### src/cdbe_pkg.sv
package cdbe_pkg;

    localparam logic [2:0] OP_LINE   = 3'd0;
    localparam logic [2:0] OP_SQUARE = 3'd1;
    localparam logic [2:0] OP_SHADE  = 3'd2;
    localparam logic [2:0] OP_COPY   = 3'd3;
    localparam logic [2:0] OP_READ   = 3'd4;

    localparam logic [8:0] DEG_180 = 9'd180;
    localparam logic [8:0] DEG_360 = 9'd360;

    localparam logic [2:0] SHADE_WHITE = 3'd4;
    localparam logic [2:0] SHADE_MAX   = 3'd4;

    // Directions in steps of 45 degrees, with the row and column step of each.
    localparam logic [8:0] DIR_ANGLE [8] = '{9'd0, 9'd45, 9'd90, 9'd135,
                                            9'd180, 9'd225, 9'd270, 9'd315};
    localparam logic [1:0] STEP_ROW [8] = '{2'b11, 2'b11, 2'b00, 2'b01,
                                           2'b01, 2'b01, 2'b00, 2'b11};
    localparam logic [1:0] STEP_COL [8] = '{2'b00, 2'b01, 2'b01, 2'b01,
                                           2'b00, 2'b11, 2'b11, 2'b11};

    typedef struct packed {
        logic [2:0]        opcode;
        logic [5:0]        org_row;
        logic [6:0]        org_col;
        logic signed [7:0] length;
        logic [8:0]        direction;
        logic [5:0]        dst_row;
        logic [6:0]        dst_col;
        logic signed [3:0] shade_change;
    } t_cmd;

    typedef struct packed {
        logic       status;
        logic [2:0] pixel_value;
    } t_rsp;

    typedef enum logic [3:0] {
        ST_CLEAR,
        ST_IDLE,
        ST_DECODE,
        ST_DISPATCH,
        ST_DRAW,
        ST_COPY_RD,
        ST_COPY_WR,
        ST_READ_RD,
        ST_READ_DATA,
        ST_DONE
    } t_state;

    typedef struct packed {
        logic load;
        logic decode;
        logic clr_wr;
        logic draw_wr;
        logic copy_wr;
        logic step;
        logic cap_pix;
        logic out_load;
    } t_dp_cmd;

    typedef struct packed {
        logic       clr_last;
        logic       ok;
        logic [2:0] op;
        logic       len_zero;
        logic       walk_last;
        logic       out_free;
    } t_dp_status;

endpackage

### src/cdbe_ctrl.sv
module cdbe_ctrl import cdbe_pkg::*; (
    input  logic       i_clk,
    input  logic       i_rst_n,
    input  logic       i_in_valid,
    output logic       o_in_ready,
    input  t_dp_status i_status,
    output t_dp_cmd    o_cmd
);
    t_state r_state, n_state;

    always_ff @(posedge i_clk) begin
        if (!i_rst_n) begin
            r_state <= ST_CLEAR;
        end else begin
            r_state <= n_state;
        end
    end

    always_comb begin
        n_state = r_state;
        unique case (r_state)
            ST_CLEAR: begin
                if (i_status.clr_last) n_state = ST_IDLE;
            end
            ST_IDLE: begin
                if (i_in_valid) n_state = ST_DECODE;
            end
            ST_DECODE: n_state = ST_DISPATCH;
            ST_DISPATCH: begin
                priority if (!i_status.ok)             n_state = ST_DONE;
                else if (i_status.op == OP_SHADE)      n_state = ST_DONE;
                else if (i_status.op == OP_READ)       n_state = ST_READ_RD;
                else if (i_status.len_zero)            n_state = ST_DONE;
                else if (i_status.op == OP_COPY)       n_state = ST_COPY_RD;
                else                                   n_state = ST_DRAW;
            end
            ST_DRAW: begin
                if (i_status.walk_last) n_state = ST_DONE;
            end
            ST_COPY_RD: n_state = ST_COPY_WR;
            ST_COPY_WR: begin
                n_state = i_status.walk_last ? ST_DONE : ST_COPY_RD;
            end
            ST_READ_RD:   n_state = ST_READ_DATA;
            ST_READ_DATA: n_state = ST_DONE;
            ST_DONE: begin
                if (i_status.out_free) n_state = ST_IDLE;
            end
            default: n_state = ST_IDLE;
        endcase
    end

    always_comb begin
        o_cmd      = '0;
        o_in_ready = 1'b0;
        unique case (r_state)
            ST_CLEAR: o_cmd.clr_wr = 1'b1;
            ST_IDLE: begin
                o_in_ready = 1'b1;
                o_cmd.load = i_in_valid;
            end
            ST_DECODE: o_cmd.decode = 1'b1;
            ST_DRAW: begin
                o_cmd.draw_wr = 1'b1;
                o_cmd.step    = 1'b1;
            end
            ST_COPY_WR: begin
                o_cmd.copy_wr = 1'b1;
                o_cmd.step    = 1'b1;
            end
            ST_READ_DATA: o_cmd.cap_pix = 1'b1;
            ST_DONE: o_cmd.out_load = i_status.out_free;
            default: ;
        endcase
    end
endmodule

### config.mk
export PLATFORM = sky130hd
export DESIGN_NAME = cdbe_ctrl
export DESIGN_NICKNAME = d
export VERILOG_FILES = /design/src/cdbe_pkg.sv /design/src/cdbe_ctrl.sv
export SDC_FILE = /design/constraint.sdc
export NUM_CORES = 1
export LEC_CHECK = 0
export BUFFER_PORTS_ARGS = -buffer_cell sky130_fd_sc_hd__clkbuf_2
export CAP_MARGIN = 15
export CORE_AREA = 5 5 42 44
export CTS_BUF_LIST = sky130_fd_sc_hd__clkbuf_8
export CTS_CLUSTER_SIZE = 12
export DETAILED_ROUTE_END_ITERATION = 16
export DIE_AREA = 0 0 47 49
export GPL_TIMING_DRIVEN = 0
export SLEW_MARGIN = 20
export SYNTH_ARGS = -nofsm -noshare
export SYNTH_HDL_FRONTEND = slang
export SYNTH_SLANG_ARGS = --single-unit
### constraint.sdc
create_clock -name i_clk -period 1.65 [get_ports i_clk]
set_input_delay 0.33 -clock i_clk [delete_from_list [all_inputs] [get_ports i_clk]]
set_output_delay 0.33 -clock i_clk [all_outputs]
set_load 0.05 [all_outputs]
==> flow_summary.ini <==
[die]
die_h_um = 49
pin_count = 20
start_util_pct = 29.11
num_rows = 14
fp.dieArea_um2 = 2303
core_area_um2 = 1401
fp.dieW_um = 47

[cts]
numCtsBuffers = 3
clk_pin_slew_worst_paths_ns = 0.03
tritoncts = built
insertion_delay_ns = 0.21
cts_setup_buffers = 0
root_buffer = clkbuf_8
cts_hold_buf = 0
numClockSinks = 4
clockBufferDepth = 2
htreeDepth = 1

[drt]
drt_wl_total_um = 1181
vias = 506
topRoutingLayerUsed = met3
wire_per_inst_um = 11.93
ant_nets = 0
drt-met1-wl_um = 541
wl_met3_um = 99
drc = 0
drt_pass1_iterations = 4
drt_iter0_markers = 10
wl_met2_um = 541
avgViaCountPerCell = 5.111

[sta]
finalCriticalPeriod_ns = 1.601
max_slew_margin_pct = 79.51
fmax_mhz = 624.7
grt_setup_unrepaired = no
min_period_over_period_pct = 97.01
fin_skew_ns = 0.0008002
maxSlewViolCount = 0
setup_viol = 0
tns_ns = 0
worst_pin_slew_ns = 0.3055
timing_hold_violations_final = 0

[power]
intPower_uw = 298.0
clkPwrFrac_pct = 48.2
pwr-share-seq_pct = 25.6
switchingPower_uw = 116.0
ir_drop_mv = 0.4052
power_frac_comb_pct = 26.2
power.density_nw_per_um2 = 665.8
power.total_uw = 414.0
leakagePower_nw = 0.2850
netSwitchingFraction_pct = 28.02

[synthesis]
ys_seq_area_share_pct = 19.63
ys_ff_latch = 4
postSynth.asyncResetShare_pct = 0
yosys_warnings = 0
synth_top_cell_by_area = dfxtp_1
synth_nets = 72
syn_area_um2 = 407.9
netlist_instances = 61
synth_area_per_cell_um2 = 6.687
synth-edff-count = 0
synthTopCellsByArea = dfxtp_1 20%, nor3_1 11%, nand2b_1 7.7%
ys.flop_type = dfxtp_1
yosys.area.top_type_share_pct = 19.63
synth_cell_types = 27

[worst_hold_path]
worst_hold_path_type = in -> reg
hp-start = i_rst_n

[final_layout]
multi_input_area_um2 = 326.6
nNetsFinal = 96
final_cell_mix = 13 x clkbuf_2, 6 x a21oi_1
drive_gt1_share_pct = 40.96
antennaDiodeCount = 0
regArea_um2 = 82.58
final_core_util_pct = 44.38
largest_reg_flops = 4
top_regs = r_state: 4 flops
num-fill-cells = 159
final_common_cell = clkbuf_2
area_delta_synth_final_pct = 52.45
regMostFlops = r_state

[global_route]
grt_pass1_vias = 478
grtUsageTotal_pct = 11.61
gr-total-overflow = 0
antenna_found_initial = 0
grt_max_degree = 11
grt_first_pass_wirelength_um = 1966

[setup_path]
arrival_ns = 1.27
required_ns = 1.32
r2r-start = r_state[2]
cp_max_fo = 6
startpoint = r_state[2]
critical_path_class = reg -> out
crit_path_start_kind = flop
end_kind = primary output

[place]
dpl.hpwl_um = 943.8
numPortBuffers = 19
globalplace.congestion = 0.7343

[run_status]
status = finished clean

[run]
max_cap_violations = 0
-- metrics by stage --
step	hold WS (ns)	instance area [um2]	instances	setup slack, ns
after CTS	0.3560	611.8	99	0.005525
after global routing	0.3597	621.8	99	0.001755
final	0.3597	621.8	99	0.04931
after global placement	0.5920	555.5	96	0.03006
after floorplan	0.4612	440.4	61	-0.2531
after detailed placement	0.5914	555.5	96	0.01812
-- synth_stat cells (2+ instances only) --
master	count
a21oi_1	6
buf_4	2
dfxtp_1	4
inv_1	4
nand2_1	3
nand2b_1	5
nor2_1	5
nor3_1	9
o21ai_0	5
-- power groups by stage --
stage	logic [mW]	clock network, mW	registers, mW
2_1_floorplan	0.0726	0	0.105
3_3_place_gp	0.103	0	0.107
3_5_place_dp	0.104	0	0.106
4_1_cts	0.107	0.208	0.105
5_1_grt	0.119	0.224	0.107
6_report	0.109	0.200	0.106
-- worst paths after layout --
kind	to	slack, ns	depth (start not counted)
worst max-delay path	o_cmd[1]	0.05	3
worst min-delay path	r_state[3]	0.36	2
worst min register to register	r_state[0]	0.63	2
worst max register to register	r_state[3]	0.30	4
-- logic make-up (layout without fill, tap and decap cells) --
logic type,after synthesis,count (layout),share of synthesized area [%]
buffers and inverters,7,29,8.279
flip-flops,4,4,19.63
AO/OA/AOI/OAI,19,19,29.15
AND/OR/NAND/NOR,31,31,42.95
-- layout make-up --
cell class | instances | area share, %
multi-input combinational | 50 | 52.52
buffer | 3 | 3.622
clock buffer | 3 | 6.640
tap | 16 | 3.219
sequential | 4 | 13.28
timing repair buffer | 19 | 18.31
inverter | 4 | 2.414
-- layer usage --
metal / global-route usage (%) / up-vias
met5: 0 / -
met2: 15.84 / 19
met3: 4.428 / 0
met4: 7.834 / 0
met1: 14.47 / 219
li1: - / 268
-- repair_timing --
item | in CTS | in global routing
endpoints found under the hold margin | 0 | 0
resized for setup | 7 | 9
endpoints found under the setup margin | 7 | 7
-- worst max-delay path, cell delays in order, from the launching register on --
cell and delay (ns):
dfxtp_1 0.35, nand2b_2 0.25, nor3_2 0.19, clkbuf_4 0.28
(Power assumes the default switching activity.)
