## src/cdbe_pkg.sv

```systemverilog
package cdbe_pkg;

    localparam logic [2:0] OP_LINE   = 3'd0;
    localparam logic [2:0] OP_SQUARE = 3'd1;
    localparam logic [2:0] OP_SHADE  = 3'd2;
    localparam logic [2:0] OP_COPY   = 3'd3;
    localparam logic [2:0] OP_READ   = 3'd4;

    localparam logic [8:0] DEG_180 = 9'd180;
    localparam logic [8:0] DEG_360 = 9'd360;

    localparam logic [2:0] SHADE_WHITE = 3'd4;
    localparam logic [2:0] SHADE_MAX   = 3'd4;

    // Directions in steps of 45 degrees, with the row and column step of each.
    localparam logic [8:0] DIR_ANGLE [8] = '{9'd0, 9'd45, 9'd90, 9'd135,
                                            9'd180, 9'd225, 9'd270, 9'd315};
    localparam logic [1:0] STEP_ROW [8] = '{2'b11, 2'b11, 2'b00, 2'b01,
                                           2'b01, 2'b01, 2'b00, 2'b11};
    localparam logic [1:0] STEP_COL [8] = '{2'b00, 2'b01, 2'b01, 2'b01,
                                           2'b00, 2'b11, 2'b11, 2'b11};

    typedef struct packed {
        logic [2:0]        opcode;
        logic [5:0]        org_row;
        logic [6:0]        org_col;
        logic signed [7:0] length;
        logic [8:0]        direction;
        logic [5:0]        dst_row;
        logic [6:0]        dst_col;
        logic signed [3:0] shade_change;
    } t_cmd;

    typedef struct packed {
        logic       status;
        logic [2:0] pixel_value;
    } t_rsp;

    typedef enum logic [3:0] {
        ST_CLEAR,
        ST_IDLE,
        ST_DECODE,
        ST_DISPATCH,
        ST_DRAW,
        ST_COPY_RD,
        ST_COPY_WR,
        ST_READ_RD,
        ST_READ_DATA,
        ST_DONE
    } t_state;

    typedef struct packed {
        logic load;
        logic decode;
        logic clr_wr;
        logic draw_wr;
        logic copy_wr;
        logic step;
        logic cap_pix;
        logic out_load;
    } t_dp_cmd;

    typedef struct packed {
        logic       clr_last;
        logic       ok;
        logic [2:0] op;
        logic       len_zero;
        logic       walk_last;
        logic       out_free;
    } t_dp_status;

endpackage

```

## src/cdbe_datapath.sv

```systemverilog
module cdbe_datapath import cdbe_pkg::*; #(
    parameter int CANVAS_ROWS = 32,
    parameter int CANVAS_COLS = 64,
    parameter int AW          = 11
) (
    input  logic          i_clk,
    input  logic          i_rst_n,
    input  t_cmd          i_cmd_data,
    input  t_dp_cmd       i_cmd,
    output t_dp_status    o_status,
    output logic          o_we,
    output logic [AW-1:0] o_waddr,
    output logic [2:0]    o_wdata,
    output logic [AW-1:0] o_raddr,
    input  logic [2:0]    i_rdata,
    output logic          o_out_valid,
    input  logic          i_out_ready,
    output t_rsp          o_out_data
);
    localparam int           DEPTH    = CANVAS_ROWS * CANVAS_COLS;
    localparam logic [AW-1:0] CLR_LAST = AW'(DEPTH - 1);

    t_cmd          r_c;
    logic [AW-1:0] r_clr;
    logic [2:0]    r_shade;
    logic          r_ok;
    logic [7:0]    r_lm1;
    logic          r_len_zero;
    logic          r_square;
    logic [1:0]    r_dr, r_dc;
    logic [7:0]    r_a, r_b;
    logic [7:0]    r_trow, r_tcol, r_srow, r_scol, r_tcol0, r_scol0;
    logic [2:0]    r_pix;
    logic          r_out_valid;
    t_rsp          r_out;

    logic [8:0]        d0, d1;
    logic              neg;
    logic [7:0]        mag;
    logic              hit;
    logic [2:0]        k;
    logic [1:0]        dr, dc;
    logic              ok;
    logic signed [4:0] shade_sum;
    logic              last;

    function automatic logic fits(input logic [6:0] r, input logic [6:0] c,
                                  input logic [7:0] m, input logic [1:0] sr,
                                  input logic [1:0] sc);
        logic signed [9:0] off, fr, fc;
        logic              on0, on1;
        off = $signed({2'b00, m}) - 10'sd1;
        fr  = $signed({3'b000, r}) + ((sr == 2'b01) ? off :
                                      (sr == 2'b11) ? -off : 10'sd0);
        fc  = $signed({3'b000, c}) + ((sc == 2'b01) ? off :
                                      (sc == 2'b11) ? -off : 10'sd0);
        on0 = ({3'b000, r} < 10'(CANVAS_ROWS)) && ({3'b000, c} < 10'(CANVAS_COLS));
        on1 = (fr >= 10'sd0) && (fr < $signed(10'(CANVAS_ROWS)))
              && (fc >= 10'sd0) && (fc < $signed(10'(CANVAS_COLS)));
        return on0 && ((m == 8'd0) || on1);
    endfunction

    function automatic logic [AW-1:0] addr(input logic [7:0] r, input logic [7:0] c);
        return AW'(AW'(r[6:0]) * AW'(CANVAS_COLS) + AW'(c[6:0]));
    endfunction

    // Direction decode: fold into 0..359, turn round for a negative length.
    always_comb begin
        d0  = (r_c.direction >= DEG_360) ? r_c.direction - DEG_360 : r_c.direction;
        neg = r_c.length[7];
        mag = neg ? 8'(-r_c.length) : r_c.length;
        if (!neg) begin
            d1 = d0;
        end else begin
            d1 = (d0 >= DEG_180) ? d0 - DEG_180 : d0 + DEG_180;
        end
        hit = 1'b0;
        k   = '0;
        for (int i = 0; i < 8; i++) begin
            if (d1 == DIR_ANGLE[i]) begin
                hit = 1'b1;
                k   = 3'(i);
            end
        end
        dr = STEP_ROW[k];
        dc = STEP_COL[k];
        priority if (r_c.opcode == OP_SHADE) begin
            ok = 1'b1;
        end else if (r_c.opcode == OP_READ) begin
            ok = fits({1'b0, r_c.org_row}, r_c.org_col, 8'd0, 2'b00, 2'b00);
        end else if (r_c.opcode > OP_READ) begin
            ok = 1'b0;
        end else begin
            ok = hit && fits({1'b0, r_c.org_row}, r_c.org_col, mag, dr, dc)
                 && ((r_c.opcode != OP_COPY)
                     || fits({1'b0, r_c.dst_row}, r_c.dst_col, mag, dr, dc));
        end
        shade_sum = $signed({2'b00, r_shade}) + 5'(r_c.shade_change);
    end

    assign last = (r_a == r_lm1) && (!r_square || r_b == r_lm1);

    always_ff @(posedge i_clk) begin
        if (!i_rst_n) begin
            r_clr       <= '0;
            r_shade     <= '0;
            r_out_valid <= 1'b0;
        end else begin
            if (i_cmd.clr_wr) r_clr <= r_clr + AW'(1);
            if (i_cmd.decode && r_c.opcode == OP_SHADE && shade_sum >= 5'sd0
                && shade_sum <= $signed({2'b00, SHADE_MAX})) begin
                r_shade <= shade_sum[2:0];
            end
            if (i_cmd.out_load) begin
                r_out_valid <= 1'b1;
            end else if (i_out_ready) begin
                r_out_valid <= 1'b0;
            end
        end
    end

    always_ff @(posedge i_clk) begin
        if (i_cmd.load) r_c <= i_cmd_data;
        if (i_cmd.decode) begin
            r_ok       <= ok;
            r_lm1      <= mag - 8'd1;
            r_len_zero <= (mag == 8'd0);
            r_square   <= k[0] && (r_c.opcode != OP_LINE);
            r_dr       <= dr;
            r_dc       <= dc;
            r_a        <= '0;
            r_b        <= '0;
            r_srow     <= {2'b00, r_c.org_row};
            r_scol     <= {1'b0, r_c.org_col};
            r_scol0    <= {1'b0, r_c.org_col};
            r_pix      <= '0;
            if (r_c.opcode == OP_COPY) begin
                r_trow  <= {2'b00, r_c.dst_row};
                r_tcol  <= {1'b0, r_c.dst_col};
                r_tcol0 <= {1'b0, r_c.dst_col};
            end else begin
                r_trow  <= {2'b00, r_c.org_row};
                r_tcol  <= {1'b0, r_c.org_col};
                r_tcol0 <= {1'b0, r_c.org_col};
            end
        end
        if (i_cmd.step) begin
            if (r_square && r_b != r_lm1) begin
                r_b    <= r_b + 8'd1;
                r_tcol <= r_tcol + {{6{r_dc[1]}}, r_dc};
                r_scol <= r_scol + {{6{r_dc[1]}}, r_dc};
            end else begin
                r_b    <= '0;
                r_a    <= r_a + 8'd1;
                r_trow <= r_trow + {{6{r_dr[1]}}, r_dr};
                r_srow <= r_srow + {{6{r_dr[1]}}, r_dr};
                if (r_square) begin
                    r_tcol <= r_tcol0;
                    r_scol <= r_scol0;
                end else begin
                    r_tcol <= r_tcol + {{6{r_dc[1]}}, r_dc};
                    r_scol <= r_scol + {{6{r_dc[1]}}, r_dc};
                end
            end
        end
        if (i_cmd.cap_pix) r_pix <= i_rdata;
        if (i_cmd.out_load) begin
            r_out.status      <= !r_ok;
            r_out.pixel_value <= r_pix;
        end
    end

    always_comb begin
        o_we    = i_cmd.clr_wr || i_cmd.draw_wr || i_cmd.copy_wr;
        o_waddr = i_cmd.clr_wr ? r_clr : addr(r_trow, r_tcol);
        priority if (i_cmd.clr_wr) o_wdata = SHADE_WHITE;
        else if (i_cmd.copy_wr)    o_wdata = i_rdata;
        else                       o_wdata = r_shade;
    end

    assign o_raddr = addr(r_srow, r_scol);

    assign o_status.clr_last  = (r_clr == CLR_LAST);
    assign o_status.ok        = r_ok;
    assign o_status.op        = r_c.opcode;
    assign o_status.len_zero  = r_len_zero;
    assign o_status.walk_last = last;
    assign o_status.out_free  = !r_out_valid || i_out_ready;

    assign o_out_valid = r_out_valid;
    assign o_out_data  = r_out;
endmodule

```

## config.mk

```make
export PLATFORM = sky130hd
export DESIGN_NAME = cdbe_datapath
export DESIGN_NICKNAME = d
export VERILOG_FILES = /design/src/cdbe_pkg.sv /design/src/cdbe_datapath.sv
export SDC_FILE = /design/constraint.sdc
export NUM_CORES = 1
export LEC_CHECK = 0
export BUFFER_PORTS_ARGS = -buffer_cell sky130_fd_sc_hd__buf_4
export CORE_UTILIZATION = 45
export DETAILED_ROUTE_END_ITERATION = 10
export PLACE_DENSITY = 0.69
export SLEW_MARGIN = 20
export SYNTH_ARGS = -nofsm -noshare
export SYNTH_HDL_FRONTEND = slang
export SYNTH_SLANG_ARGS = --single-unit
```

## constraint.sdc

```tcl
create_clock -name i_clk -period 10.2 [get_ports i_clk]
set_clock_uncertainty 0.05 [all_clocks]
set_input_delay 3.06 -clock i_clk [delete_from_list [all_inputs] [get_ports i_clk]]
set_output_delay 3.06 -clock i_clk [all_outputs]
set_load 0.02 [all_outputs]
```

==> impl_table.tex, run 1 <==
\begin{tabular}{lr}
\hline
Metric & Value \\
\hline
\multicolumn{2}{l}{\textbf{Final layout}} \\
\quad Number of inserted diodes & 0 \\
\quad Total area of sequential cells & a little under 0.004 mm\^{}2 \\
\quad Share of post-route cells with drive strength above 1 & 0.1692 \\
\quad Net count, final & 1155 \\
\quad Final design area excluding fillers & about 0.011 mm\^{}2 \\
\quad Area overhead of the layout relative to synthesis & 15.92\% \\
\quad Filler instances & roughly 1800 \\
\quad Area occupied by multi-input gates & slightly above 0.005 mm\^{}2 \\
\multicolumn{2}{l}{\textbf{Synth}} \\
\quad Sequential-to-total area share from yosys stat & 0.4168 \\
\quad Warnings from Yosys & 0 \\
\quad Post-Synthesis Cells & between 900 and 1000 \\
\quad Synth Net Count & 1074 \\
\quad Area fraction of the dominant cell type after synthesis & 0.3462 \\
\quad Leading post-synthesis cells by cell area & edfxtp\_1, ha\_1, dfxtp\_1, xnor2\_1, xor2\_1 \\
\quad Post-Synthesis Cell Area & about 0.0094 mm\^{}2 \\
\quad Number of synthesized register bits & around 140 \\
\quad Largest area contributor in the synthesized netlist & edfxtp\_1 \\
\quad Asr flop ratio synth & 0 \\
\quad Number of flops mapped to enable cells by yosys & around 110 \\
\quad Yosys cell types & 78 \\
\quad Most frequently used flop master after synthesis & edfxtp\_1 \\
\quad Most numerous cell in the Yosys netlist & edfxtp\_1 \\
\quad Avg Inst Size Synth & 9.964 um\^{}2 \\
\quad Top cells by count, synth & edfxtp\_1, nor2\_1, ha\_1 \\
\multicolumn{2}{l}{\textbf{Floorplanning}} \\
\quad Area enclosed by the die boundary & 0.02139 mm\^{}2 \\
\quad Area of the placeable core & 0.02030 mm\^{}2 \\
\quad Initial Utilization & 0.4614 \\
\quad Count of pins on the block boundary & 103 \\
\quad Horizontal die dimension & 146.3 um \\
\quad Count of standard-cell rows & 52 \\
\quad Vertical die dimension & 146.3 um \\
\multicolumn{2}{l}{\textbf{Setup path}} \\
\quad Setup slack of the worst register-to-register path & 2.81 ns \\
\quad Start-to-end type of the worst setup path & reg2reg \\
\quad Buffer and inverter count on the worst path & 3 \\
\quad Data arrival at the endpoint of the critical path & around 7.6 ns \\
\quad Reg-to-reg endpoint & r\_ok\$\_SDFFCE\_PN1P\_ \\
\quad Endpoint class of the critical path & register \\
\quad Worst reg2reg startpoint & r\_c[20]\$\_DFFE\_PP\_ \\
\quad Max stage delay on crit path & 0.81 ns \\
\quad Critical-path top delay cell & a31oi\_1 \\
\quad Maximum net fanout on the critical path & 12 \\
\quad Number of cells traversed by the worst register-to-register path & 28 \\
\quad Required time at the endpoint of the critical path & 10.41 ns \\
\quad Crit start category & register \\
\quad Top delay family on crit path & compound AO/OA/AOI/OAI gates \\
\multicolumn{2}{l}{\textbf{GRT}} \\
\quad Largest net degree at the start of global routing & 51 \\
\quad First-pass GRT wire length & $\sim$34000 um \\
\quad Total congestion overflow & 0 \\
\quad Vias in the first global route & 6954 \\
\quad Antenna violations before repair & 0 \\
\quad All-Layer GR Usage & 0.2014 \\
\multicolumn{2}{l}{\textbf{Drt}} \\
\quad DR DRC count & 0 \\
\quad Per-cell via count in the routed design & $\sim$5.5 \\
\quad DRT antenna net count & 0 \\
\quad Detailed-route wire length & approximately 21000 um \\
\quad Vias & approximately 7100 \\
\quad First DRT Iteration DRCs & between 400 and 500 \\
\quad Detail-routed net length per standard cell & 16.01 um \\
\quad Router iterations before antenna repair & 5 \\
\multicolumn{2}{l}{\textbf{CTS}} \\
\quad Post-CTS setup repair buffer count & 0 \\
\quad Count of hold-fix buffers inserted at cts & 0 \\
\quad Clock Latency Late Sink & about 0.43 ns \\
\quad Number of levels the H-tree was split into & 4 \\
\quad CTS resizes & 0 \\
\quad Num Clock Sinks & 141 \\
\quad Cts bufs inserted & 17 \\
\quad Clock transition at path regs & 0.06 ns \\
\quad Clock Tree Buf Depth & 2 \\
\quad TritonCTS clock tree & done \\
\quad Root buf cell & clkbuf\_16 \\
\multicolumn{2}{l}{\textbf{Timing}} \\
\quad Final setup violating endpoints & 0 \\
\quad Transition time of the tightest slew-check pin & 0.9708 ns \\
\quad Final count of hold timing violations & 0 \\
\quad RSZ-0062 raised after global routing & no \\
\quad Max Transition Viols Final & 0 \\
\quad Period utilization & 0.7241 \\
\quad Total Neg Setup Slack & 0 ns \\
\quad Fin worst setup slack & 2.814 ns \\
\quad F\_max & 135.4 MHz \\
\quad Final min period & 7.386 ns \\
\quad Rel. slew slack & 0.3510 \\
\multicolumn{2}{l}{\textbf{Placement}} \\
\quad Final weighted congestion of routability-driven global placement & about 0.9 \\
\quad Port-buffer cells & approximately 100 \\
\quad Dpl cell area & $\sim$0.010 mm\^{}2 \\
\quad Pre-CTS setup slack & 3.024 ns \\
\quad Hpwl dp & 15550 um \\
\multicolumn{2}{l}{\textbf{Run}} \\
\quad Number of maximum-capacitance constraint violations & 0 \\
\multicolumn{2}{l}{\textbf{Pwr}} \\
\quad Pwr per Cell Area & 169.2 mW/mm\^{}2 \\
\quad Worst IR drop on VDD & 138.2 uV \\
\quad Pleak & 4.494 nW \\
\multicolumn{2}{l}{\textbf{Hold path}} \\
\quad Worst Hold Launch & r\_pix[0]\$\_SDFFCE\_PN0P\_ \\
\quad Instance count along the most critical hold path & 0 \\
\quad Tightest Hold Check Type & reg2reg \\
\quad Worst hold path endpoint & o\_out\_data[0]\$\_DFFE\_PP\_ \\
\multicolumn{2}{l}{\textbf{Outcome}} \\
\quad Outcome & finished, final reports clean \\
\hline
\end{tabular}
[metrics by stage]
step / cells / hold slack (ns) / util / power, mW
after floorplan: 940 / 0.3503 / - / 1.090
after global placement: 1272 / 0.3522 / 0.5062 / 1.228
after detailed placement: 1272 / 0.3580 / 0.5062 / 1.237
after CTS: 1304 / 0.3696 / 0.5349 / 1.844
after global routing: 1304 / 0.3888 / 0.5349 / 1.932
final: 1304 / 0.3626 / 0.5349 / 1.837
[worst max-delay path by stage]
stage | from | endpoint | cells after the start
3_5_place_dp | r_c[20]$_DFFE_PP_ | r_ok$_SDFFCE_PN1P_ | 30
6_report | r_c[20]$_DFFE_PP_ | r_ok$_SDFFCE_PN1P_ | 28
2_1_floorplan | i_cmd[5] | o_waddr[10] | 5
3_3_place_gp | r_c[20]$_DFFE_PP_ | r_ok$_SDFFCE_PN1P_ | 30
5_1_grt | r_c[20]$_DFFE_PP_ | r_ok$_SDFFCE_PN1P_ | 29
4_1_cts | r_c[20]$_DFFE_PP_ | r_ok$_SDFFCE_PN1P_ | 30
[layout by cell type (no fill, tap or decap), types with 19 or more instances in the layout]
cell,netlist,routed
edfxtp_1,108,108
buf_4,12,104
nor2_1,78,78
ha_1,61,61
o21ai_0,59,59
a21oi_1,53,53
nand2_1,51,51
xnor2_1,46,46
inv_1,44,44
xor2_1,34,34
dfxtp_1,33,33
nand3_1,29,29
nor2b_1,26,26
nor3_1,23,23
mux2i_1,21,21
nand2b_1,19,19
[per-layer routing]
layer	vias to the layer above	global-route usage	share of wire
li1	3581	-	-
met1	3363	0.2536	0.46
met2	168	0.3426	0.48
met3	26	0.04094	0.046
met4	0	0.07083	0.017
met5	-	0	0
[state kept, by name, summed over array words and instances, names as in the netlist, 5 cells and up]
signal and cells:
r_a 8, r_trow 5, r_clr 11, r_lm1 8
r_srow 5, r_c 46, r_b 8, r_tcol 7
r_tcol0 7, r_scol0 7, r_scol 7
[cells by family (layout without fill, tap and decap cells)]
logic type / after synthesis / count (layout) / synth area share
and+or+nand+nor: 307 / 307 / 0.1705
AOI/OAI and AO/OA: 215 / 215 / 0.1514
DFF: 141 / 141 / 0.4168
buffers and inverters: 88 / 182 / 0.04141
xor gates and xnor gates: 80 / 80 / 0.07481
adders and majority gates: 70 / 70 / 0.1007
muxes: 39 / 39 / 0.04448
[cell type report]
type	count	share of cell area
Clock inverter	10	0.007029
Tap cell	270	0.03111
Clock buffer	22	0.04655
Timing Repair Buffer	104	0.07191
Inverter	46	0.01590
Sequential cell	141	0.3595
Multi-Input combinational cell	711	0.4680
[power breakdown]
part / leakage, nW / total [mW] / internal [mW] / switching, mW
clock network: 0.283 / 0.607 / 0.354 / 0.253
logic: 2.86 / 0.486 / 0.222 / 0.265
registers: 1.35 / 0.744 / 0.683 / 0.0608
(Power assumes the default switching activity.)
==> run 2: changes to the inputs <==
Settings changed: ABC_AREA from default to 1.
Clock period 10.2 ns to 6.86 ns, I/O delays scaled along.
==> run 2 against run 1 <==
  * Hold slack better by 0.0067 ns
  * Largest power group unchanged
  * Core utilization is 0.29 points lower
  * Sequential power up 48%
  * Sequential share of layout area decreased by 0.93 points
  * Clock power increased by 56%
  * Largest cell class unchanged
  * Global-route usage up 1.4 points
  * Count of clock-buffer cells in the layout decreased by 4
  * Die area is 2.5% higher
==> impl_table.tex, run 2 <==
\begin{tabular}{lr}
\hline
Metric & Value \\
\hline
\multicolumn{2}{l}{\textbf{Outcome}} \\
\quad Outcome & finished, final reports clean (unchanged) \\
\multicolumn{2}{l}{\textbf{Synth}} \\
\quad Number of flops mapped to enable cells by yosys & 108 (unchanged) \\
\quad Warnings from Yosys & 0 (unchanged) \\
\quad Avg Inst Size Synth & 8.344 um\^{}2 (was 9.964 um\^{}2) \\
\quad Top cells by count, synth & nand2\_1, inv\_1, edfxtp\_1 (was edfxtp\_1, nor2\_1, ha\_1) \\
\quad Yosys cell types & 52 (was 78) \\
\quad Leading post-synthesis cells by cell area & edfxtp\_1, nand2\_1, ha\_1, dfxtp\_1, inv\_1 (was edfxtp\_1, ha\_1, dfxtp\_1, xnor2\_1, xor2\_1) \\
\quad Most numerous cell in the Yosys netlist & nand2\_1 (was edfxtp\_1) \\
\quad Asr flop ratio synth & 0 (unchanged) \\
\quad Most frequently used flop master after synthesis & edfxtp\_1 (unchanged) \\
\quad Sequential-to-total area share from yosys stat & 0.4065 (was 0.4168) \\
\quad Post-Synthesis Cell Area & 0.009604 mm\^{}2 (was 0.009366 mm\^{}2) \\
\quad Area fraction of the dominant cell type after synthesis & 0.3377 (was 0.3462) \\
\quad Post-Synthesis Cells & 1151 (was 940) \\
\quad Synth Net Count & 1285 (was 1074) \\
\quad Largest area contributor in the synthesized netlist & edfxtp\_1 (unchanged) \\
\quad Number of synthesized register bits & 141 (unchanged) \\
\multicolumn{2}{l}{\textbf{Timing}} \\
\quad Final min period & 5.589 ns (was 7.386 ns) \\
\quad RSZ-0062 raised after global routing & no (unchanged) \\
\quad F\_max & 178.9 MHz (was 135.4 MHz) \\
\quad Max Transition Viols Final & 0 (unchanged) \\
\quad Final count of hold timing violations & 0 (unchanged) \\
\quad Rel. slew slack & 0.3498 (was 0.3510) \\
\quad Transition time of the tightest slew-check pin & 0.9717 ns (was 0.9708 ns) \\
\quad Total Neg Setup Slack & 0 ns (unchanged) \\
\quad Period utilization & 0.8148 (was 0.7241) \\
\quad Final setup violating endpoints & 0 (unchanged) \\
\multicolumn{2}{l}{\textbf{CTS}} \\
\quad Num Clock Sinks & 141 (unchanged) \\
\quad TritonCTS clock tree & done (unchanged) \\
\quad Count of hold-fix buffers inserted at cts & 0 (unchanged) \\
\quad Clock Latency Late Sink & 0.43 ns (about the same) \\
\quad Cts bufs inserted & 17 (unchanged) \\
\quad Clock Tree Buf Depth & 2 (unchanged) \\
\quad Number of levels the H-tree was split into & 4 (unchanged) \\
\quad CTS resizes & 0 (unchanged) \\
\quad Clock transition at path regs & 0.07 ns (was 0.06 ns) \\
\quad Post-CTS setup repair buffer count & 0 (unchanged) \\
\quad Root buf cell & clkbuf\_16 (unchanged) \\
\multicolumn{2}{l}{\textbf{Drt}} \\
\quad Router iterations before antenna repair & 5 (unchanged) \\
\quad DR DRC count & 0 (unchanged) \\
\quad Per-cell via count in the routed design & 5.239 (was 5.474) \\
\quad Detail-routed net length per standard cell & 14.94 um (was 16.01 um) \\
\quad DRT antenna net count & 0 (unchanged) \\
\quad Vias & 8015 (was 7138) \\
\quad First DRT Iteration DRCs & 474 (was 495) \\
\quad Detailed-route wire length & 22850 um (was 20880 um) \\
\multicolumn{2}{l}{\textbf{GRT}} \\
\quad Antenna violations before repair & 0 (unchanged) \\
\quad All-Layer GR Usage & 0.2155 (was 0.2014) \\
\quad Total congestion overflow & 0 (unchanged) \\
\quad Largest net degree at the start of global routing & 51 (unchanged) \\
\quad Vias in the first global route & 7598 (was 6954) \\
\quad First-pass GRT wire length & 37020 um (was 34070 um) \\
\multicolumn{2}{l}{\textbf{Final layout}} \\
\quad Largest regs & r\_c: 46 flops, r\_clr: 11 flops (unchanged) \\
\quad Area overhead of the layout relative to synthesis & 16.06\% (was 15.92\%) \\
\quad Register containing the most flip-flops in the final layout & r\_c (unchanged) \\
\quad Most common library cell in the layout ignoring fill and taps & nand2\_1 (was edfxtp\_1) \\
\quad Net count, final & 1376 (was 1155) \\
\quad Number of inserted diodes & 0 (unchanged) \\
\quad Flip-flop count of the largest register, all copies and words added & 46 (unchanged) \\
\quad Share of post-route cells with drive strength above 1 & 0.1713 (was 0.1692) \\
\quad Highest-count cells in the layout ignoring fill and taps & nand2\_1, inv\_1, edfxtp\_1, buf\_4, nor2\_1 (was edfxtp\_1, buf\_4, nor2\_1, ha\_1, o21ai\_0) \\
\quad Non-filler cells, final & 1530 (was 1304) \\
\multicolumn{2}{l}{\textbf{Pwr}} \\
\quad Pwr per Cell Area & 255.0 mW/mm\^{}2 (was 169.2 mW/mm\^{}2) \\
\quad Part of the total power dissipated in sequential elements & 0.386 (was 0.405) \\
\quad Power dissipated by switching net loads & 971.9 uW (was 578.4 uW) \\
\quad Share of total power in combinational logic & 0.282 (was 0.265) \\
\quad Cell-internal power & 1.870 mW (was 1.258 mW) \\
\quad Power share of the clock group & 0.333 (was 0.330) \\
\quad Share of total power consumed by net switching & 0.3420 (was 0.3149) \\
\quad Pleak & 5.097 nW (was 4.494 nW) \\
\quad Worst IR drop on VDD & 145.9 uV (was 138.2 uV) \\
\multicolumn{2}{l}{\textbf{Hold path}} \\
\quad Tightest Hold Check Type & reg2reg (unchanged) \\
\quad Worst Hold Launch & r\_pix[1]\$\_SDFFCE\_PN0P\_ (was r\_pix[0]\$\_SDFFCE\_PN0P\_) \\
\quad Instance count along the most critical hold path & 0 (unchanged) \\
\quad Worst hold path endpoint & o\_out\_data[1]\$\_DFFE\_PP\_ (was o\_out\_data[0]\$\_DFFE\_PP\_) \\
\multicolumn{2}{l}{\textbf{Setup path}} \\
\quad Max stage delay on crit path & 0.66 ns (was 0.81 ns) \\
\quad Number of cells traversed by the worst register-to-register path & 38 (was 28) \\
\quad Start-to-end type of the worst setup path & reg2reg (unchanged) \\
\quad Launching instance or port of the critical path & r\_c[21]\$\_DFFE\_PP\_ (was r\_c[20]\$\_DFFE\_PP\_) \\
\quad Maximum net fanout on the critical path & 9 (was 12) \\
\quad Endpoint class of the critical path & register (unchanged) \\
\quad Crit start category & register (unchanged) \\
\quad Setup slack of the worst register-to-register path & 1.27 ns (was 2.81 ns) \\
\quad Cell seen most often among critical-path stages & nand2\_1 \\
\quad Data arrival at the endpoint of the critical path & 5.84 ns (was 7.60 ns) \\
\quad Required time at the endpoint of the critical path & 7.11 ns (was 10.41 ns) \\
\quad Critical-path top delay cell & o311ai\_0 (was a31oi\_1) \\
\quad Worst reg2reg startpoint & r\_c[21]\$\_DFFE\_PP\_ (was r\_c[20]\$\_DFFE\_PP\_) \\
\quad Reg-to-reg endpoint & r\_ok\$\_SDFFCE\_PN1P\_ (unchanged) \\
\multicolumn{2}{l}{\textbf{Floorplanning}} \\
\quad Area enclosed by the die boundary & 0.02193 mm\^{}2 (was 0.02139 mm\^{}2) \\
\quad Initial Utilization & 0.4583 (was 0.4614) \\
\quad Vertical die dimension & 148.1 um (was 146.3 um) \\
\quad Count of standard-cell rows & 53 (was 52) \\
\quad Count of pins on the block boundary & 103 (unchanged) \\
\quad Horizontal die dimension & 148.1 um (was 146.3 um) \\
\quad Area of the placeable core & 0.02096 mm\^{}2 (was 0.02030 mm\^{}2) \\
\multicolumn{2}{l}{\textbf{Placement}} \\
\quad Inst Count DP & 1498 (was 1272) \\
\quad Port-buffer cells & 102 (unchanged) \\
\quad Final weighted congestion of routability-driven global placement & 0.9410 (was 0.8842) \\
\quad Hpwl dp & 16970 um (was 15550 um) \\
\multicolumn{2}{l}{\textbf{Run}} \\
\quad Number of maximum-capacitance constraint violations & 0 (unchanged) \\
\hline
\end{tabular}
## run 2: cell types whose count changed after synthesis, sizes merged, moves of 26 or more
| cell | delta |
|---|---|
| inv | +117 |
| nand3 | +64 |
| nand2 | +185 |
| nor2 | +26 |
| nor2b | -26 |
| o21ai | +28 |
## run 2: logic make-up (layout without fill, tap and decap cells)
| kind of cell | count (synthesis) | after routing | synth area share |
|---|---|---|---|
| fa+ha+maj | 70 | 70 | 0.09823 |
| buf+inv | 195 | 299 | 0.08194 |
| xor+xnor | 64 | 64 | 0.05836 |
| compound gates | 205 | 205 | 0.1192 |
| simple gates | 476 | 476 | 0.2358 |
| flops | 141 | 141 | 0.4065 |
## run 2: through the flow
step                hold WS, ns  power, mW    util  cell area, um^2  setup WS (ns)
global placement         0.3508      1.888  0.5036            10550          1.529
floorplan                0.3503      1.674       -             9604          1.728
detailed placement       0.3552      1.901  0.5036            10550          1.395
CTS                      0.3711      2.855  0.5318            11140          1.374
finish                   0.3693      2.842  0.5319            11150          1.271
global route             0.3811      3.007  0.5319            11150         0.7504
## run 2: metal layers
layer / wire (um) / GRT usage
met1: 10340 / 0.2795
met2: 10750 / 0.3575
met3: 1454 / 0.04969
met4: 317 / 0.06392
met5: 0 / 0
## run 2: layout make-up
cell class                      instances  area [um^2]
Clock inverter                         14        141.4
Tap cell                              275        344.1
Inverter                              164        618.1
Sequential cell                       141         3904
Fill cell                            1972         9808
Timing Repair Buffer                  103        773.2
Multi-Input combinational cell        815         4916
Clock buffer                           18        450.4
## run 2: worst max-delay path, delay by kind of cell (launching register included)
| kind | cells | cell delay (ns) |
|---|---|---|
| simple gates | 26 | 2.51 |
| flops | 1 | 0.42 |
| buf+inv | 7 | 0.61 |
| compound gates | 2 | 1.05 |
| fa+ha+maj | 3 | 0.81 |
## run 2: how the worst max path moves through the flow
stage | endpoint | slack, ns | cells after the start
6_report | r_ok$_SDFFCE_PN1P_ | 1.27 | 38
5_1_grt | r_ok$_SDFFCE_PN1P_ | 0.75 | 46
4_1_cts | r_ok$_SDFFCE_PN1P_ | 1.37 | 45
3_5_place_dp | r_ok$_SDFFCE_PN1P_ | 1.40 | 45
3_3_place_gp | o_waddr[3] | 1.53 | 4
2_1_floorplan | o_wdata[0] | 1.73 | 5
## run 2: power by group through the flow
stage / Combinational [mW] / Clock, mW / Sequential [mW]
CTS: 0.798 / 0.961 / 1.10
detailed placement: 0.788 / 0 / 1.11
finish: 0.801 / 0.945 / 1.10
floorplan: 0.590 / 0 / 1.08
global placement: 0.776 / 0 / 1.11
global route: 0.903 / 0.998 / 1.11
==> run 3: changes to the inputs <==
Settings changed: PLACE_DENSITY 0.69 to 0.71.
Clock period 6.86 ns to 5.1 ns, I/O delays scaled along.
==> run 3 against run 2 <==
  * Total power rose by 36%
  * Register-to-register slack got worse by 1.2 ns
  * Routed wire length rose by 3.4%
  * Non-clock buffer count rose by 30
  * Die area did not move
  * Sequential share of layout area fell by 1.6 points
  * Combinational power rose by 51%
  * Global-route usage rose by 0.25 points
  * Sequential power rose by 34%
  * Critical path type unchanged
  * Largest power group unchanged
  * Highest routed layer unchanged
==> impl_table.tex, run 3 (synthesized netlist as in run 2, its figures left out) <==
\begin{tabular}{lr}
\hline
Metric & Value \\
\hline
\multicolumn{2}{l}{\textbf{CTS}} \\
\quad Clock Latency Late Sink & 0.43 ns (about the same) \\
\quad Number of levels the H-tree was split into & 4 (unchanged) \\
\quad Num Clock Sinks & 141 (unchanged) \\
\quad Cts bufs inserted & 17 (unchanged) \\
\quad Clock Tree Buf Depth & 2 (unchanged) \\
\quad TritonCTS clock tree & done (unchanged) \\
\quad Root buf cell & clkbuf\_16 (unchanged) \\
\quad Clock transition at path regs & 0.07 ns (about the same) \\
\multicolumn{2}{l}{\textbf{Timing}} \\
\quad Max Transition Viols Final & 0 (unchanged) \\
\quad Worst hold slack across all endpoints & 0.3713 ns (was 0.3693 ns) \\
\quad Transition time of the tightest slew-check pin & 0.9239 ns (was 0.9717 ns) \\
\quad Final min period & 5.006 ns (was 5.589 ns) \\
\quad Final setup violating endpoints & 0 (unchanged) \\
\quad F\_max & 199.8 MHz (was 178.9 MHz) \\
\quad Final count of hold timing violations & 0 (unchanged) \\
\quad Rel. slew slack & 0.3775 (was 0.3498) \\
\quad Period utilization & 0.9816 (was 0.8148) \\
\quad RSZ-0062 raised after global routing & yes (was no) \\
\multicolumn{2}{l}{\textbf{Floorplanning}} \\
\quad Initial Utilization & 0.4583 (unchanged) \\
\quad Count of pins on the block boundary & 103 (unchanged) \\
\quad Area of the placeable core & 0.02096 mm\^{}2 (unchanged) \\
\quad Count of standard-cell rows & 53 (unchanged) \\
\quad Horizontal die dimension & 148.1 um (unchanged) \\
\quad Vertical die dimension & 148.1 um (unchanged) \\
\quad Area enclosed by the die boundary & 0.02193 mm\^{}2 (unchanged) \\
\multicolumn{2}{l}{\textbf{Setup path}} \\
\quad Crit start category & register (unchanged) \\
\quad Data arrival at the endpoint of the critical path & 5.14 ns (was 5.84 ns) \\
\quad Cell seen most often among critical-path stages & nand2\_1 (unchanged) \\
\quad Required time at the endpoint of the critical path & 5.23 ns (was 7.11 ns) \\
\quad Crit path to & r\_ok\$\_SDFFCE\_PN1P\_ (unchanged) \\
\quad Maximum net fanout on the critical path & 6 (was 9) \\
\quad Endpoint class of the critical path & register (unchanged) \\
\quad Worst reg2reg startpoint & r\_c[20]\$\_DFFE\_PP\_ (was r\_c[21]\$\_DFFE\_PP\_) \\
\quad Start-to-end type of the worst setup path & reg2reg (unchanged) \\
\quad Number of cells traversed by the worst register-to-register path & 44 (was 38) \\
\quad Max stage delay on crit path & 0.39 ns (was 0.66 ns) \\
\quad Critical-path top delay cell & edfxtp\_1 (was o311ai\_0) \\
\quad Launching instance or port of the critical path & r\_c[20]\$\_DFFE\_PP\_ (was r\_c[21]\$\_DFFE\_PP\_) \\
\quad Setup slack of the worst register-to-register path & 0.09 ns (was 1.27 ns) \\
\quad Reg-to-reg endpoint & r\_ok\$\_SDFFCE\_PN1P\_ (unchanged) \\
\multicolumn{2}{l}{\textbf{GRT}} \\
\quad Vias in the first global route & 7813 (was 7598) \\
\quad First-pass GRT wire length & 37570 um (was 37020 um) \\
\quad Total congestion overflow & 0 (unchanged) \\
\quad All-Layer GR Usage & 0.2180 (was 0.2155) \\
\quad Antenna violations before repair & 0 (unchanged) \\
\quad Largest net degree at the start of global routing & 51 (unchanged) \\
\multicolumn{2}{l}{\textbf{Pwr}} \\
\quad Pleak & 5.301 nW (was 5.097 nW) \\
\quad Pwr per Cell Area & 331.5 mW/mm\^{}2 (was 255.0 mW/mm\^{}2) \\
\quad Cell-internal power & 2.545 mW (was 1.870 mW) \\
\quad Power dissipated by switching net loads & 1.329 mW (was 971.9 uW) \\
\quad Worst IR drop on VDD & 185.1 uV (was 145.9 uV) \\
\quad Power share of the clock group & 0.308 (was 0.333) \\
\quad Part of the total power dissipated in sequential elements & 0.381 (was 0.386) \\
\quad Total power & 3.873 mW (was 2.842 mW) \\
\quad Share of total power in combinational logic & 0.312 (was 0.282) \\
\quad Share of total power consumed by net switching & 0.3430 (was 0.3420) \\
\multicolumn{2}{l}{\textbf{Drt}} \\
\quad Detail-routed net length per standard cell & 15.15 um (was 14.94 um) \\
\quad Per-cell via count in the routed design & 5.254 (was 5.239) \\
\quad Router iterations before antenna repair & 7 (was 5) \\
\quad First DRT Iteration DRCs & 531 (was 474) \\
\quad Detailed-route wire length & 23640 um (was 22850 um) \\
\quad DRT antenna net count & 0 (unchanged) \\
\quad Vias & 8201 (was 8015) \\
\quad DR DRC count & 0 (unchanged) \\
\multicolumn{2}{l}{\textbf{Final layout}} \\
\quad Share of post-route cells with drive strength above 1 & 0.2364 (was 0.1713) \\
\quad Total area of sequential cells & 0.003904 mm\^{}2 (unchanged) \\
\quad Flip-flop count of the largest register, all copies and words added & 46 (unchanged) \\
\quad Final core area utilization & 0.5575 (was 0.5319) \\
\quad Area overhead of the layout relative to synthesis & 21.64\% (was 16.06\%) \\
\quad Most common library cell in the layout ignoring fill and taps & nand2\_1 (unchanged) \\
\quad Highest-count cells in the layout ignoring fill and taps & nand2\_1, inv\_1, buf\_4, edfxtp\_1, nor2\_1 (was nand2\_1, inv\_1, edfxtp\_1, buf\_4, nor2\_1) \\
\quad Register containing the most flip-flops in the final layout & r\_c (unchanged) \\
\quad Area occupied by multi-input gates & 0.005241 mm\^{}2 (was 0.004916 mm\^{}2) \\
\quad Filler instances & 1851 (was 1972) \\
\quad Net count, final & 1407 (was 1376) \\
\quad Largest regs & r\_c: 46 flops, r\_clr: 11 flops (unchanged) \\
\quad Number of inserted diodes & 0 (unchanged) \\
\multicolumn{2}{l}{\textbf{Run}} \\
\quad Number of maximum-capacitance constraint violations & 0 (unchanged) \\
\multicolumn{2}{l}{\textbf{Hold path}} \\
\quad Tightest Hold Check Type & reg2reg (unchanged) \\
\quad Worst Hold Launch & r\_pix[1]\$\_SDFFCE\_PN0P\_ (unchanged) \\
\multicolumn{2}{l}{\textbf{Placement}} \\
\quad Port-buffer cells & 102 (unchanged) \\
\quad Final weighted congestion of routability-driven global placement & 0.9378 (was 0.9410) \\
\quad Hpwl dp & 17280 um (was 16970 um) \\
\multicolumn{2}{l}{\textbf{Outcome}} \\
\quad Outcome & finished, final reports clean (unchanged) \\
\hline
\end{tabular}
-- run 3: critical path: cells and delay by family, from the launching register on --
kind            cells  cell delay (ns)
compound gates      6             0.85
flops               1             0.39
fa+ha+maj           2             0.45
buf+inv             9             0.94
simple gates       27             2.08
-- run 3: worst min path at each step --
stage | to | slack (ns) | depth (start not counted)
3_3_place_gp | o_out_data[1]$_DFFE_PP_ | 0.35 | 0
4_1_cts | o_out_data[0]$_DFFE_PP_ | 0.38 | 0
6_report | o_out_data[1]$_DFFE_PP_ | 0.37 | 0
3_5_place_dp | o_out_data[0]$_DFFE_PP_ | 0.36 | 0
5_1_grt | o_out_data[0]$_DFFE_PP_ | 0.38 | 0
2_1_floorplan | o_out_data[0]$_DFFE_PP_ | 0.35 | 0
-- run 3: cell type report --
type / instances / area share
multi-input combinational: 816 / 0.4486
inverter: 164 / 0.05312
clock inverter: 13 / 0.009532
clock buffer: 19 / 0.03791
sequential: 141 / 0.3342
tap: 275 / 0.02945
timing repair buffer: 133 / 0.08718
-- run 3: through the flow --
stage | area (um^2) | TNS (ns) | worst slack, ns | std cells
3_3_place_gp | 10640 | 0 | 0.03711 | 1510
4_1_cts | 11200 | 0 | 0.0005196 | 1542
5_1_grt | 11680 | -0.1671 | -0.1671 | 1561
6_report | 11680 | 0 | 0.09378 | 1561
3_5_place_dp | 10640 | -0.05138 | -0.05138 | 1510
2_1_floorplan | 9604 | 0 | 0.3932 | 1151
-- run 3: layer usage --
layer	part of all wire	GRT usage
met1	0.44	0.2783
met2	0.48	0.3617
met3	0.064	0.05368
met4	0.022	0.07010
met5	0	0
-- run 3: what timing repair did --
item	in CTS	in global routing
setup buffers	0	18
hold buffers	0	0
gates resized for setup	2	85
gates cloned	0	1
setup endpoints to repair	1	1
pin swaps	0	38
-- run 3: power by group through the flow --
stage / Sequential, mW / Combinational, mW / Clock [mW]
6_report: 1.47 / 1.21 / 1.19
5_1_grt: 1.49 / 1.34 / 1.25
4_1_cts: 1.47 / 1.10 / 1.21
3_5_place_dp: 1.49 / 1.09 / 0
3_3_place_gp: 1.49 / 1.07 / 0
2_1_floorplan: 1.46 / 0.794 / 0
